[src/ltc_pkg.sv]
package ltc_pkg;

    // Prefix depth kept per word; keywords are matched against it
    localparam int PREFIX_CHARS = 6;
    // Character count saturates at PREFIX_CHARS + 1
    localparam int COUNT_W      = $clog2(PREFIX_CHARS + 2);

    localparam int KW_MAX_LEN   = 6;
    localparam int KW_LEN_W     = 3;
    localparam int KW_COUNT     = 32;

    typedef enum logic [4:0] {
        CAT_EMPTY = 5'd0,
        CAT_MOVE,
        CAT_REPEAT,
        CAT_TO,
        CAT_END,
        CAT_SCREEN,
        CAT_SETPC,
        CAT_OUTPUT,
        CAT_PRINT,
        CAT_IF,
        CAT_STOP,
        CAT_ADD,
        CAT_SUB,
        CAT_MUL,
        CAT_DIV,
        CAT_AND,
        CAT_OR,
        CAT_LBRACKET,
        CAT_RBRACKET,
        CAT_LPAREN,
        CAT_RPAREN,
        CAT_ASSIGN,
        CAT_COMPARE,
        CAT_VARIABLE,
        CAT_PROCEDURE,
        CAT_VALUE,
        CAT_ERROR
    } t_cat;

    typedef enum logic [1:0] {
        FC_OTHER = 2'd0,
        FC_IDENT = 2'd1,
        FC_DIGIT = 2'd2,
        FC_QUOTE = 2'd3
    } t_fclass;

    localparam logic [2:0] DET_NONE   = 3'd0;
    localparam logic [2:0] DET_FD     = 3'd0;
    localparam logic [2:0] DET_BK     = 3'd1;
    localparam logic [2:0] DET_RT     = 3'd2;
    localparam logic [2:0] DET_LT     = 3'd3;
    localparam logic [2:0] DET_PU     = 3'd0;
    localparam logic [2:0] DET_PD     = 3'd1;
    localparam logic [2:0] DET_CS     = 3'd2;
    localparam logic [2:0] DET_EQ     = 3'd0;
    localparam logic [2:0] DET_NE     = 3'd1;
    localparam logic [2:0] DET_GT     = 3'd2;
    localparam logic [2:0] DET_GE     = 3'd3;
    localparam logic [2:0] DET_LT_CMP = 3'd4;
    localparam logic [2:0] DET_LE     = 3'd5;
    localparam logic [2:0] DET_INT    = 3'd0;
    localparam logic [2:0] DET_STRING = 3'd1;

    localparam logic [7:0] CH_COLON = 8'h3A;
    localparam logic [7:0] CH_QUOTE = 8'h22;
    localparam logic [7:0] CH_UNDER = 8'h5F;

    typedef struct packed {
        logic [7:0] ch;
        logic       last;
        logic       empty_word;
    } t_in_item;

    typedef struct packed {
        t_cat       category;
        logic [2:0] detail;
    } t_out_item;

    typedef struct packed {
        logic [COUNT_W-1:0]               count;
        logic [PREFIX_CHARS-1:0][7:0]     prefix;
        t_fclass                          first_class;
        logic                             ident_ok;
        logic                             digit_ok;
        logic                             inner_quote;
        logic [7:0]                       prev_ch;
    } t_word_state;

    localparam t_word_state WORD_CLEAR = '{
        count:       '0,
        prefix:      '0,
        first_class: FC_OTHER,
        ident_ok:    1'b1,
        digit_ok:    1'b1,
        inner_quote: 1'b0,
        prev_ch:     '0
    };

    typedef struct packed {
        logic [KW_MAX_LEN-1:0][7:0] text;
        logic [KW_LEN_W-1:0]        len;
        t_cat                       cat;
        logic [2:0]                 det;
    } t_kw;

    // Build a table entry; the string literal is right-aligned, first char highest
    function automatic t_kw kw_make(input logic [8*KW_MAX_LEN-1:0] s, input int len,
                                    input t_cat cat, input logic [2:0] det);
        t_kw e;
        e.text = '0;
        for (int i = 0; i < KW_MAX_LEN; i++) begin
            if (i < len) begin
                e.text[i] = s[(len - 1 - i) * 8 +: 8];
            end
        end
        e.len = KW_LEN_W'(len);
        e.cat = cat;
        e.det = det;
        return e;
    endfunction

    localparam t_kw KW_TABLE [KW_COUNT] = '{
        kw_make("FD",     2, CAT_MOVE,     DET_FD),
        kw_make("BK",     2, CAT_MOVE,     DET_BK),
        kw_make("RT",     2, CAT_MOVE,     DET_RT),
        kw_make("LT",     2, CAT_MOVE,     DET_LT),
        kw_make("REPEAT", 6, CAT_REPEAT,   DET_NONE),
        kw_make("TO",     2, CAT_TO,       DET_NONE),
        kw_make("END",    3, CAT_END,      DET_NONE),
        kw_make("PU",     2, CAT_SCREEN,   DET_PU),
        kw_make("PD",     2, CAT_SCREEN,   DET_PD),
        kw_make("CS",     2, CAT_SCREEN,   DET_CS),
        kw_make("SETPC",  5, CAT_SETPC,    DET_NONE),
        kw_make("OUTPUT", 6, CAT_OUTPUT,   DET_NONE),
        kw_make("PRINT",  5, CAT_PRINT,    DET_NONE),
        kw_make("IF",     2, CAT_IF,       DET_NONE),
        kw_make("STOP",   4, CAT_STOP,     DET_NONE),
        kw_make("+",      1, CAT_ADD,      DET_NONE),
        kw_make("-",      1, CAT_SUB,      DET_NONE),
        kw_make("*",      1, CAT_MUL,      DET_NONE),
        kw_make("/",      1, CAT_DIV,      DET_NONE),
        kw_make("&&",     2, CAT_AND,      DET_NONE),
        kw_make("||",     2, CAT_OR,       DET_NONE),
        kw_make("[",      1, CAT_LBRACKET, DET_NONE),
        kw_make("]",      1, CAT_RBRACKET, DET_NONE),
        kw_make("(",      1, CAT_LPAREN,   DET_NONE),
        kw_make(")",      1, CAT_RPAREN,   DET_NONE),
        kw_make("=",      1, CAT_ASSIGN,   DET_NONE),
        kw_make("==",     2, CAT_COMPARE,  DET_EQ),
        kw_make("!=",     2, CAT_COMPARE,  DET_NE),
        kw_make(">",      1, CAT_COMPARE,  DET_GT),
        kw_make(">=",     2, CAT_COMPARE,  DET_GE),
        kw_make("<",      1, CAT_COMPARE,  DET_LT_CMP),
        kw_make("<=",     2, CAT_COMPARE,  DET_LE)
    };

    function automatic logic is_alpha(input logic [7:0] c);
        return ((c >= 8'h41) && (c <= 8'h5A)) || ((c >= 8'h61) && (c <= 8'h7A));
    endfunction

    function automatic logic is_digit(input logic [7:0] c);
        return (c >= 8'h30) && (c <= 8'h39);
    endfunction

    function automatic logic is_ident_start(input logic [7:0] c);
        return is_alpha(c) || (c == CH_UNDER);
    endfunction

    function automatic logic is_ident(input logic [7:0] c);
        return is_alpha(c) || is_digit(c) || (c == CH_UNDER);
    endfunction

endpackage

[src/ltc_word_track.sv]
module ltc_word_track import ltc_pkg::*; (
    input  logic        i_clk,
    input  logic        i_rst_n,
    input  logic        i_step,
    input  t_in_item    i_item,
    output t_word_state o_next
);

    t_word_state r_word;
    t_word_state n_word;

    // Fold one character into the word state
    always_comb begin
        n_word = r_word;
        for (int i = 0; i < PREFIX_CHARS; i++) begin
            if (r_word.count == COUNT_W'(i)) begin
                n_word.prefix[i] = i_item.ch;
            end
        end
        if (r_word.count == '0) begin
            if (is_ident_start(i_item.ch)) begin
                n_word.first_class = FC_IDENT;
            end else if (is_digit(i_item.ch)) begin
                n_word.first_class = FC_DIGIT;
            end else if (i_item.ch == CH_QUOTE) begin
                n_word.first_class = FC_QUOTE;
            end else begin
                n_word.first_class = FC_OTHER;
            end
        end else begin
            if (!is_ident(i_item.ch)) begin
                n_word.ident_ok = 1'b0;
            end
            if (!is_digit(i_item.ch)) begin
                n_word.digit_ok = 1'b0;
            end
            // a quote that turned out not to be the final character
            if ((r_word.count >= COUNT_W'(2)) && (r_word.prev_ch == CH_QUOTE)) begin
                n_word.inner_quote = 1'b1;
            end
        end
        n_word.prev_ch = i_item.ch;
        if (r_word.count < COUNT_W'(PREFIX_CHARS + 1)) begin
            n_word.count = r_word.count + COUNT_W'(1);
        end
    end

    assign o_next = n_word;

    always_ff @(posedge i_clk) begin
        if (!i_rst_n) begin
            r_word <= WORD_CLEAR;
        end else if (i_step) begin
            if (i_item.empty_word || i_item.last) begin
                r_word <= WORD_CLEAR;
            end else begin
                r_word <= n_word;
            end
        end
    end

endmodule

[src/ltc_classify.sv]
module ltc_classify import ltc_pkg::*; (
    input  t_word_state i_word,
    output t_cat        o_category,
    output logic [2:0]  o_detail
);

    logic       kw_hit;
    t_cat       kw_cat;
    logic [2:0] kw_det;
    logic       entry_ok;

    // Keyword match: length and the leading prefix characters
    always_comb begin
        kw_hit = 1'b0;
        kw_cat = CAT_ERROR;
        kw_det = DET_NONE;
        for (int k = 0; k < KW_COUNT; k++) begin
            entry_ok = (i_word.count == COUNT_W'(KW_TABLE[k].len));
            for (int i = 0; i < KW_MAX_LEN; i++) begin
                if ((KW_LEN_W'(i) < KW_TABLE[k].len) &&
                    (i_word.prefix[i] != KW_TABLE[k].text[i])) begin
                    entry_ok = 1'b0;
                end
            end
            if (entry_ok && !kw_hit) begin
                kw_hit = 1'b1;
                kw_cat = KW_TABLE[k].cat;
                kw_det = KW_TABLE[k].det;
            end
        end
    end

    always_comb begin
        o_category = CAT_ERROR;
        o_detail   = DET_NONE;
        if (kw_hit) begin
            o_category = kw_cat;
            o_detail   = kw_det;
        end else if (i_word.prefix[0] == CH_COLON) begin
            if ((i_word.count > COUNT_W'(1)) && is_ident_start(i_word.prefix[1]) &&
                i_word.ident_ok) begin
                o_category = CAT_VARIABLE;
            end
        end else begin
            case (i_word.first_class)
                FC_IDENT: begin
                    o_category = i_word.ident_ok ? CAT_PROCEDURE : CAT_ERROR;
                end
                FC_DIGIT: begin
                    o_category = i_word.digit_ok ? CAT_VALUE : CAT_ERROR;
                    o_detail   = DET_INT;
                end
                FC_QUOTE: begin
                    // prev_ch holds the final character here
                    if (!i_word.inner_quote && (i_word.prev_ch == CH_QUOTE)) begin
                        o_category = CAT_VALUE;
                        o_detail   = DET_STRING;
                    end
                end
                default: begin
                    o_category = CAT_ERROR;
                end
            endcase
        end
    end

endmodule

[src/logo_word_token_classifier_top.sv]
// Path: a word-ending item goes from the input register into the result register and o_item;
//   it leaves the input register only while the result register is free or being drained.
// Throughput: one character item per clock; a word-ending item waits in the input register
//   (raising o_stall) only while the result register is full and i_stall is high.
// Reset: synchronous active-low i_rst_n empties both registers and clears the word
//   state (count, prefix, first-character class, tail flags).
module logo_word_token_classifier_top import ltc_pkg::*; (
    input  logic      i_clk,
    input  logic      i_rst_n,
    input  logic      i_valid,
    output logic      o_stall,
    input  t_in_item  i_item,
    output logic      o_valid,
    input  logic      i_stall,
    output t_out_item o_item
);

    // Input register: one character item
    logic        r_s1_valid;
    t_in_item    r_s1_item;

    // Result register
    logic        r_out_valid;
    t_out_item   r_out_item;

    logic        s1_ends_word;
    logic        out_free;
    logic        s1_go;
    logic        s1_free;
    t_word_state word_next;
    t_cat        cls_category;
    logic [2:0]  cls_detail;
    t_out_item   n_out_item;

    // An item that ends a word needs room in the result register;
    // any other character folds into the word state right away.
    assign s1_ends_word = r_s1_item.empty_word || r_s1_item.last;
    assign out_free     = !r_out_valid || !i_stall;
    assign s1_go        = r_s1_valid && (!s1_ends_word || out_free);
    assign s1_free      = !r_s1_valid || s1_go;
    assign o_stall      = !s1_free;

    always_ff @(posedge i_clk) begin
        if (!i_rst_n) begin
            r_s1_valid <= 1'b0;
        end else if (s1_free) begin
            r_s1_valid <= i_valid;
        end
    end

    // Payload needs no reset; load only on an accepted item
    always_ff @(posedge i_clk) begin
        if (i_valid && s1_free) begin
            r_s1_item <= i_item;
        end
    end

    ltc_word_track u_track (
        .i_clk   (i_clk),
        .i_rst_n (i_rst_n),
        .i_step  (s1_go),
        .i_item  (r_s1_item),
        .o_next  (word_next)
    );

    ltc_classify u_classify (
        .i_word     (word_next),
        .o_category (cls_category),
        .o_detail   (cls_detail)
    );

    // Empty word overrides everything and discards any partial word
    always_comb begin
        if (r_s1_item.empty_word) begin
            n_out_item.category = CAT_EMPTY;
            n_out_item.detail   = DET_NONE;
        end else begin
            n_out_item.category = cls_category;
            n_out_item.detail   = cls_detail;
        end
    end

    always_ff @(posedge i_clk) begin
        if (!i_rst_n) begin
            r_out_valid <= 1'b0;
        end else if (s1_go && s1_ends_word) begin
            r_out_valid <= 1'b1;
        end else if (!i_stall) begin
            r_out_valid <= 1'b0;
        end
    end

    // Hold the result while stalled; advance only when a word ends
    always_ff @(posedge i_clk) begin
        if (s1_go && s1_ends_word) begin
            r_out_item <= n_out_item;
        end
    end

    assign o_valid = r_out_valid;
    assign o_item  = r_out_item;

    // Upstream stall only ever comes from a held item in the input register
    a_stall_needs_item: assert property (@(posedge i_clk) disable iff (!i_rst_n)
        o_stall |-> r_s1_valid)
        else $error("o_stall raised with empty input register");

    // A new result follows only a word-ending item that moved on
    a_result_has_cause: assert property (@(posedge i_clk) disable iff (!i_rst_n)
        (o_valid && !$past(o_valid && i_stall)) |-> $past(s1_go && s1_ends_word))
        else $error("result without a word-ending item");

    // Empty words and non-coded categories carry a zero detail
    a_empty_detail: assert property (@(posedge i_clk) disable iff (!i_rst_n)
        (o_valid && (o_item.category == CAT_EMPTY || o_item.category == CAT_ERROR ||
                     o_item.category == CAT_PROCEDURE || o_item.category == CAT_VARIABLE))
        |-> (o_item.detail == DET_NONE))
        else $error("nonzero detail on a category without sub-code");

endmodule
[config.mk]
export PLATFORM = sky130hd
export DESIGN_NAME = logo_word_token_classifier_top
export DESIGN_NICKNAME = d
export VERILOG_FILES = /design/src/ltc_pkg.sv /design/src/ltc_word_track.sv /design/src/ltc_classify.sv /design/src/logo_word_token_classifier_top.sv
export SDC_FILE = /design/constraint.sdc
export NUM_CORES = 1
export LEC_CHECK = 0
export BUFFER_PORTS_ARGS = -buffer_cell sky130_fd_sc_hd__buf_2
export CORE_AREA = 4 4 140 142
export CTS_CLUSTER_DIAMETER = 80
export DETAILED_ROUTE_END_ITERATION = 16
export DIE_AREA = 0 0 144 146
export SYNTH_ARGS = -nofsm -noshare
export SYNTH_HDL_FRONTEND = slang
export SYNTH_SLANG_ARGS = --single-unit
export TNS_END_PERCENT = 1
[constraint.sdc]
create_clock -name i_clk -period 8.8 [get_ports i_clk]
set_input_delay 0.88 -clock i_clk [delete_from_list [all_inputs] [get_ports i_clk]]
set_output_delay 0.88 -clock i_clk [all_outputs]
set_load 0.01 [all_outputs]
## Yosys cells after proc, flatten, opt, wreduce, memory -nomap -nowiden

Index checks and enable logic that the tools add are counted.
Widths: inputs -> output; s select.

| word-level totals | value |
|---|---|
| bits in latches | 0 |
| logic and storage cells | 388 |
| bits of input ports | 14 |
| bits in registers | 84 |
| memory bits (writable) | 0 |
| memories kept | 0 |
| memory bits (read-only) | 0 |

| cells by class | value |
|---|---|
| multipliers | 0 |
| shift-type cells | 0 |
| $add $sub $neg | 1 |
| $lt $le $gt $ge | 13 |
| mux-type cells | 193 |
| bitwise logic cells | 0 |
| equal/unequal tests | 71 |
| reduce and logical (&&, ||, !) cells | 91 |
| div/mod/pow operators | 0 |

Operators by type and width:

| kind | number |
|---|---|
| $ne 8x7->1 const B | 38 |
| $mux 5 | 34 |
| $mux 1 | 108 |
| $mux 3 | 35 |
| $ne 8x6->1 const B | 13 |
| $mux 64 | 1 |
| $mux 8 | 6 |
| $logic_and 1x1->1 | 43 |
| $logic_not 1->1 | 37 |
| $ge 8x7->1 const B | 4 |
| $le 8x7->1 const B | 4 |
| $eq 8x6->1 const B | 3 |
| $eq 8x7->1 const B | 2 |
| $eq 3x3->1 const B | 5 |
| $pmux 5 s3 | 1 |
| $mux 2 | 7 |
| $eq 3x2->1 const B | 4 |
| $logic_or 1x1->1 | 10 |
| $ge 8x6->1 const B | 1 |
| $le 8x6->1 const B | 1 |
| $eq 3x1->1 const B | 2 |
| $eq 2x2->1 const B | 2 |
| $mux 4 | 1 |
| $add 3x1->3 const B | 1 |
| 6 further kinds | 6 |

## Logic depth before layout (Yosys ltp)

Gate-level depths: netlist of run 1.

| depth | value |
|---|---|
| depth in word-level cells | 100 |
| mapped depth | 14 |

## Cells and area by module

Synthesis of run 1 repeated with hierarchy kept, for this count alone.

| second synthesis, totals | value |
|---|---|
| cells, all modules | 596 |
| area total of the unflattened synthesis | 5454.0 um2 |

Modules (own cells, without submodules):

| module | cells an instance | seq. area each (um2) | times used | area each (um2) |
|---|---|---|---|---|
| ltc_word_track | 349 | 1281.2 | 1 | 3320.7 |
| ltc_classify | 209 | 0.0 | 1 | 1430.1 |
| logo_word_token_classifier_top | 38 | 580.6 | 1 | 703.2 |

## Worst setup path after synthesis of run 1

Ideal clock, no wire load.

| path | value |
|---|---|
| kind | reg2reg |
| from | register u_track.r_word[61] (netlist name) |
| to | register r_out_item, in the netlist o_item[0], data pin |
| data arrival time | 2.923 ns |
| library setup time | 0.258 ns |
| cell stages (with the launch flop) | 14 |
| slack | 5.619 ns |
| path through | dfxtp_1 inv_1 ha_1 nand2b_1 buf_6 buf_6 mux2i_2 nor4_1 o211ai_2 nand4_1 a2111oi_4 nand3_2 or2_1 o221a_1 |

| on the way | value |
|---|---|
| cells in the longest elaborated chain, start to end | 100 |

Ends and longest elaborated chain:

| item | line | text |
|---|---|---|
| start, declared | ltc_word_track.sv:9 | `t_word_state r_word;` |
| start signal, assigned | ltc_word_track.sv:57 | `r_word <= n_word;` |
| $add 3x1->3, or another cell as far along | ltc_word_track.sv:44 | `n_word.count = r_word.count + COUNT_W'(1);` |
| $mux 3 / $mux 8 (equally long branches) | ltc_word_track.sv:43, ltc_word_track.sv:16 |  |
| $eq 3x2->1 / $ne 8x7->1 (equally long branches) | ltc_classify.sv:18, ltc_classify.sv:21 |  |
| $mux 1 (2 in series) | ltc_classify.sv:20 | `if ((KW_LEN_W'(i) < KW_TABLE[k].len) &&` |
| $mux 1 | ltc_classify.sv:25 | `if (entry_ok && !kw_hit) begin` |
| $logic_not 1->1 | ltc_classify.sv:25 |  |
| $logic_and 1x1->1 | ltc_classify.sv:25 |  |
| $mux 1 | ltc_classify.sv:25 |  |
| [... 83 more ...] | n/a |  |
| $mux 1 | ltc_classify.sv:25 |  |
| $logic_not 1->1 | ltc_classify.sv:25 |  |
| $logic_and 1x1->1 | ltc_classify.sv:25 |  |
| $mux 1 | ltc_classify.sv:25 |  |
| $logic_not 1->1 | ltc_classify.sv:25 |  |
| $logic_and 1x1->1 | ltc_classify.sv:25 |  |
| $mux 3 / $mux 1 (equally long branches) | ltc_classify.sv:25 |  |
| $mux 3 * | ltc_classify.sv:36 | `if (kw_hit) begin` |
| end signal, assigned | logo_word_token_classifier_top.sv:96 | `r_out_item <= n_out_item;` |
| end, declared | logo_word_token_classifier_top.sv:24 | `t_out_item r_out_item;` |

Mark *: on every way between the ends. The rest lies on a longest branch, timed or not.
A chain may end at the register's enable or synchronous reset.

## Worst setup path after layout of run 1

Same ends and word-level chain as after synthesis.

==> flow_metrics.py, run 1 <==
metrics = {
    "clock_network": {
        "ctsLongestPathBuffers": 2,
        "insertion_delay_ns": 0.35,
        "htreeDepth": 3,
        "cts_tree": "yes",
        "cts_root_buf": "clkbuf_16",
        "cts_resized": 0,
        "path_clk_slew_ns": 0.06,
        "cts-buffers-inserted": 9,
        "cts_sinks": 84,
        "post_cts_hold_buffer_count": 0,
        "cts_setup_buffers": 0,
    },
    "sta": {
        "worstMarginPinSlew_ns": 0.933,
        "rsz0062_at_grt": "false",
        "max_slew_margin_pct": 37.8,
        "hold_viol_final": 0,
        "finalCriticalPeriod_ns": 3.92,
        "fin_worst_skew_ns": 0.00950,
        "maxSlewViolCount": 0,
        "setup_viol": 0,
        "post-route-period-util_pct": 44.5,
        "setup_ws_ns": 4.88,
        "finalSetupTns_ns": 0,
        "fmax_mhz": 255,
    },
    "synth": {
        "synth-xor-area-share_pct": 0,
        "yosys.area_share.simple_pct": 32.9,
        "synth_top_area_share_pct": 24.3,
        "synth_compound_area_share_pct": 19.8,
        "yosysWarnings": 0,
        "synth-seq-area-share_pct": 34.2,
        "yosys.area.top_type": "dfxtp_1",
        "synth_top_family_by_area": "simple AND/OR/NAND/NOR gates",
        "ys.flop_type": "dfxtp_1",
        "yosysMostFrequentCell": "nor2b_1",
        "ys_ff_latch": 84,
        "netlist_top_cells_area": "dfxtp_1 24%, edfxtp_1 9.9%, nor2b_1 8.5%",
        "synth_enable_flop_cells": 18,
        "synthMuxAreaShare_pct": 8.05,
        "syn-cell-area_um2": 5440,
        "synthAdderAreaFrac_pct": 1.15,
        "yosys-top-cells-count": "74 x nor2b_1, 66 x dfxtp_1, 61 x nand2_1",
        "synth_fp_nets": 671,
        "synthArstFlopShare_pct": 0,
        "synth_cells": 652,
        "avgSynthCellArea_um2": 8.34,
        "synthDistinctLibCells": 72,
    },
    "worst_setup_path": {
        "critPathSlowestCell": "mux2i_2",
        "cp.arrival_ns": 4.02,
        "max_stage_delay_ns": 0.58,
        "cp.required_ns": 8.90,
        "critPathLaunchType": "flip-flop",
        "endpoint_kind": "flip-flop",
        "r2r_end": "o_item[0]",
        "crit_buf_inv": 2,
        "cp_max_fo": 26,
        "critPathKind": "flip-flop to flip-flop",
        "critPathTopFamily": "compound AO/OA/AOI/OAI gates",
        "worstPathCellList": "inv_1, ha_1, nand2b_1, buf_4, mux2i_2, nor4_1, o211ai_2, nand4_1, a2111oi_4, nand3_2, or2_1, o221a_1",
        "r2r_slack_ns": 4.88,
        "rr_worst_depth": 12,
        "r2r-start": "u_track.r_word[61]",
    },
    "drt": {
        "first_pass_iters": 5,
        "vias_per_cell": 5.73,
        "detail_route.wl_per_cell_um": 19.1,
        "drc": 0,
        "ant_nets": 0,
        "vias": 5115,
        "finalWirelength_um": 17100,
        "drt-initial-drc-count": 656,
    },
    "floorplan": {
        "die_w_um": 144,
        "rows": 50,
        "dieArea_um2": 21000,
        "top_level_ports": 24,
        "core_um2": 18500,
        "start_util_pct": 29.5,
        "fp.dieH_um": 146,
    },
    "worst_hold_path": {
        "worstHoldPathCells": 2,
        "hp-start": "u_track.r_word[10]",
        "hold_end": "u_track.r_word[10]",
        "hp-class": "flip-flop to flip-flop",
    },
    "global_route": {
        "grt_pass1_wl_um": 27200,
        "overflow": 0,
        "grtUsageTotal_pct": 16.4,
        "grt_max_degree": 67,
        "antenna_found_initial": 0,
        "grt_pass1_vias": 4775,
    },
    "placement": {
        "dp_hpwl_um": 12200,
        "placed_cell_area_um2": 5720,
        "gp_congestion": 0.963,
        "dp_slack_ns": 5.00,
        "portBuffers": 23,
    },
    "run": {
        "maxCapViolCount": 0,
    },
    "pwr": {
        "ir_worst_vdd_mv": 0.0885,
        "fin_total_pwr_uw": 878,
        "p_per_area_nw_per_um2": 146,
        "p_leak_nw": 2.01,
    },
    "finish": {
        "area_growth_syn_to_layout_pct": 10.6,
        "drive_gt1_share_pct": 11.8,
        "stdcell_area_um2": 6020,
        "antenna_cells": 0,
        "fin_nets": 673,
        "postLayoutCoreUtil_pct": 32.6,
        "fillCellCount": 1955,
    },
    "status": {
        "status": "finished clean",
    },
}
-- where the power goes --
part	switching (mW)	internal (mW)	leakage, nW
Clock	0.163	0.220	0.145
Combinational	0.0565	0.0282	1.16
Sequential	0.00962	0.400	0.708
-- worst max-delay path by stage --
stage,start,end,cells past startpoint
after floorplan,u_track.r_word[61],o_item[0],13
after global placement,u_track.r_word[61],o_item[0],12
after detailed placement,u_track.r_word[61],o_item[0],12
after CTS,u_track.r_word[61],o_item[0],12
after global routing,u_track.r_word[61],o_item[0],12
final,u_track.r_word[61],o_item[0],12
-- tightest hold or removal path, cell delays in order (launching register included) --
cell and delay [ns]:
dfxtp_1 0.33, nand2_1 0.05, nand4_1 0.08
-- metal layers --
layer	GRT usage [%]	share of wire (%)	vias to the layer above
met1	23.8	48	2463
met4	5.46	2.2	0
li1	-	-	2424
met2	24.4	44	203
met3	3.06	6.3	25
met5	0	0	-
-- cell type report --
class / count / area, um2 / area share, %
Sequential cell: 84 / 1860 / 30.9
Timing Repair Buffer: 30 / 168 / 2.79
Tap cell: 234 / 293 / 4.87
Multi-Input combinational cell: 520 / 3370 / 56.0
Clock inverter: 6 / 62.6 / 1.04
Clock buffer: 10 / 229 / 3.81
Inverter: 9 / 33.8 / 0.562
-- state kept, by name (all words and copies together), names as in the netlist --
register	count
u_track.r_word	64
r_s1_item	10
o_item	8
o_valid	1
r_s1_valid	1
-- cells by family after synthesis --
| family | Yosys count |
|---|---|
| and+or+nand+nor | 327 |
| DFF | 84 |
| buffers and inverters | 48 |
| muxes | 38 |
| adders and majority gates | 5 |
| AOI/OAI and AO/OA | 150 |
-- through the flow --
step,hold WS [ns],instances
4_1_cts,0.492,893
3_5_place_dp,0.472,877
5_1_grt,0.533,893
2_1_floorplan,0.440,652
6_report,0.484,893
3_3_place_gp,0.464,877
-- layout by cell type (no fill, tap or decap), drive strengths merged, types with 6 or more instances in the layout --
cell    count
nand4      11
nand3      22
nand2      61
nor2       57
o21ai      24
nor3b      10
nor4       16
dfxtp      66
a21oi      14
a31oi      12
o22ai       6
nor4b       8
edfxtp     18
nand3b      6
clkbuf     10
buf        30
and2       12
nand2b      8
mux2        8
nor3       18
inv        11
nor2b      74
mux2i      30
a22oi      56
Power figures use the tool's default switching activity.
==> run 2: changes to the inputs <==
clock period = 3.6 ns   (was 8.8 ns; I/O delays follow)
==> flow_metrics.py, run 2 (synthesized netlist as in run 1, its figures left out) <==
metrics = {
    "clock_network": {
        "cts-buffers-inserted": 9,
        "htreeDepth": 3,
        "path_clk_slew_ns": 0.07,
        "insertion_delay_ns": 0.36,
        "cts_setup_buffers": 0,
        "ctsLongestPathBuffers": 2,
        "cts_root_buf": "clkbuf_16",
        "cts_tree": "yes",
        "cts_sinks": 84,
    },
    "floorplan": {
        "start_util_pct": 29.5,
        "die_w_um": 144,
        "fp.dieH_um": 146,
        "core_um2": 18500,
        "top_level_ports": 24,
        "dieArea_um2": 21000,
        "rows": 50,
    },
    "worst_setup_path": {
        "max_stage_delay_ns": 0.47,
        "critPathLaunchType": "flip-flop",
        "cp_max_fo": 20,
        "crit_buf_inv": 1,
        "crit_cells": 11,
        "cp.required_ns": 3.71,
        "worstPathCellList": "inv_1, ha_1, nand2b_4, mux2i_1, nor3_1, o2111ai_2, o311ai_1, a2111oi_4, nand3_2, or2_1, o221a_1",
        "critPathKind": "flip-flop to flip-flop",
        "r2r_slack_ns": 0.13,
        "critPathSlowestCell": "mux2i_1",
        "cp.arrival_ns": 3.57,
        "endpoint_kind": "flip-flop",
        "r2r-start": "u_track.r_word[62]",
        "rr_worst_depth": 11,
        "r2r_end": "o_item[0]",
        "critPathTopFamily": "compound AO/OA/AOI/OAI gates",
    },
    "finish": {
        "postLayoutCoreUtil_pct": 33.8,
        "stdcell_area_um2": 6240,
        "drive_gt1_share_pct": 15.8,
        "fillCellCount": 1919,
        "regArea_um2": 1860,
        "area_growth_syn_to_layout_pct": 14.8,
        "multiInputGateArea_um2": 3390,
        "final_common_cell": "nor2b_1",
        "fin_nets": 698,
        "layout_common_cells": "74 x nor2b_1, 65 x dfxtp_1, 61 x nand2_1",
        "antenna_cells": 0,
        "final_cells": 918,
        "largest_register_ff_count": 64,
        "regMostFlops": "u_track.r_word",
    },
    "pwr": {
        "p_leak_nw": 2.15,
        "p_per_area_nw_per_um2": 350,
        "ir_worst_vdd_mv": 0.336,
    },
    "global_route": {
        "grtUsageTotal_pct": 16.9,
        "overflow": 0,
        "grt_max_degree": 67,
        "antenna_found_initial": 0,
        "grt_pass1_vias": 4889,
        "grt_pass1_wl_um": 27800,
    },
    "placement": {
        "portBuffers": 23,
        "gp_congestion": 0.991,
        "placed_cell_area_um2": 5920,
        "dp.cells": 902,
        "dp_hpwl_um": 12800,
    },
    "sta": {
        "fin_worst_skew_ns": 0.0136,
        "fmax_mhz": 289,
        "max_slew_margin_pct": 34.0,
        "setup_viol": 0,
        "post-route-period-util_pct": 96.3,
        "worstMarginPinSlew_ns": 0.988,
        "finalSetupTns_ns": 0,
        "rsz0062_at_grt": "true",
        "maxSlewViolCount": 0,
        "hold_viol_final": 0,
        "finalCriticalPeriod_ns": 3.47,
    },
    "drt": {
        "detail_route.wl_per_cell_um": 19.0,
        "vias_per_cell": 5.57,
        "ant_nets": 0,
        "drt-initial-drc-count": 554,
        "vias": 5114,
        "drc": 0,
        "finalWirelength_um": 17500,
        "first_pass_iters": 5,
    },
    "run": {
        "maxCapViolCount": 0,
    },
    "worst_hold_path": {
        "worstHoldPathCells": 1,
        "hold_end": "r_s1_item[4]",
        "hp-start": "i_item[4]",
        "hp-class": "input port to flip-flop",
    },
    "status": {
        "status": "finished clean",
    },
}
==> run 2: worst max-delay path by stage <==
stage / start / to / slack (ns)
finish: u_track.r_word[62] / o_item[0] / 0.13
global route: u_track.r_word[62] / o_item[0] / -0.01
CTS: u_track.r_word[61] / o_item[0] / 0.05
detailed placement: u_track.r_word[61] / o_item[0] / 0.09
global placement: u_track.r_word[61] / o_item[0] / 0.15
floorplan: u_track.r_word[61] / o_item[0] / 0.42
==> run 2: cell type report <==
| class | count | area share, % |
|---|---|---|
| clock inverter | 6 | 0.821 |
| multi-input combinational | 520 | 54.2 |
| tap | 234 | 4.69 |
| sequential | 84 | 29.8 |
| inverter | 9 | 0.541 |
| timing repair buffer | 55 | 5.89 |
| clock buffer | 10 | 4.01 |
==> run 2: per-layer routing <==
layer  share of wire, %  global-route usage (%)  up-vias
met5                  0                       0        -
met4                2.6                    5.60        0
met3                5.7                    3.61       29
met2                 42                    23.6      186
met1                 49                    25.4     2424
li1                   -                       -     2475
==> run 2: worst reg2reg max path: stages, from the launching register on <==
cell and delay, ns:
dfxtp_1 0.42, inv_1 0.12, ha_1 0.24, nand2b_4 0.28, mux2i_1 0.47, nor3_1 0.16
o2111ai_2 0.30, o311ai_1 0.20, a2111oi_4 0.37, nand3_2 0.14, or2_1 0.25, o221a_1 0.26
==> run 2: through the flow <==
stage	worst slack (ns)	hold WS [ns]	power [mW]
floorplan	0.419	0.440	1.16
global placement	0.155	0.459	1.24
detailed placement	0.0858	0.465	1.24
CTS	0.0505	0.164	2.20
global route	-0.0115	0.165	2.27
finish	0.135	0.173	2.18
==> run 2: where the power goes <==
part           leakage [nW]  total [mW]  internal [mW]  switching [mW]
sequential            0.709       0.998          0.978          0.0206
clock                 0.151       0.957          0.524           0.433
combinational          1.29       0.228         0.0821           0.146
==> run 2: repair_timing <==
item | 4_1_cts | 5_1_grt
hold buffers | 0 | 0
hold endpoints to repair | 0 | 0
resized for setup | 0 | 4
endpoints found under the setup margin | 0 | 4
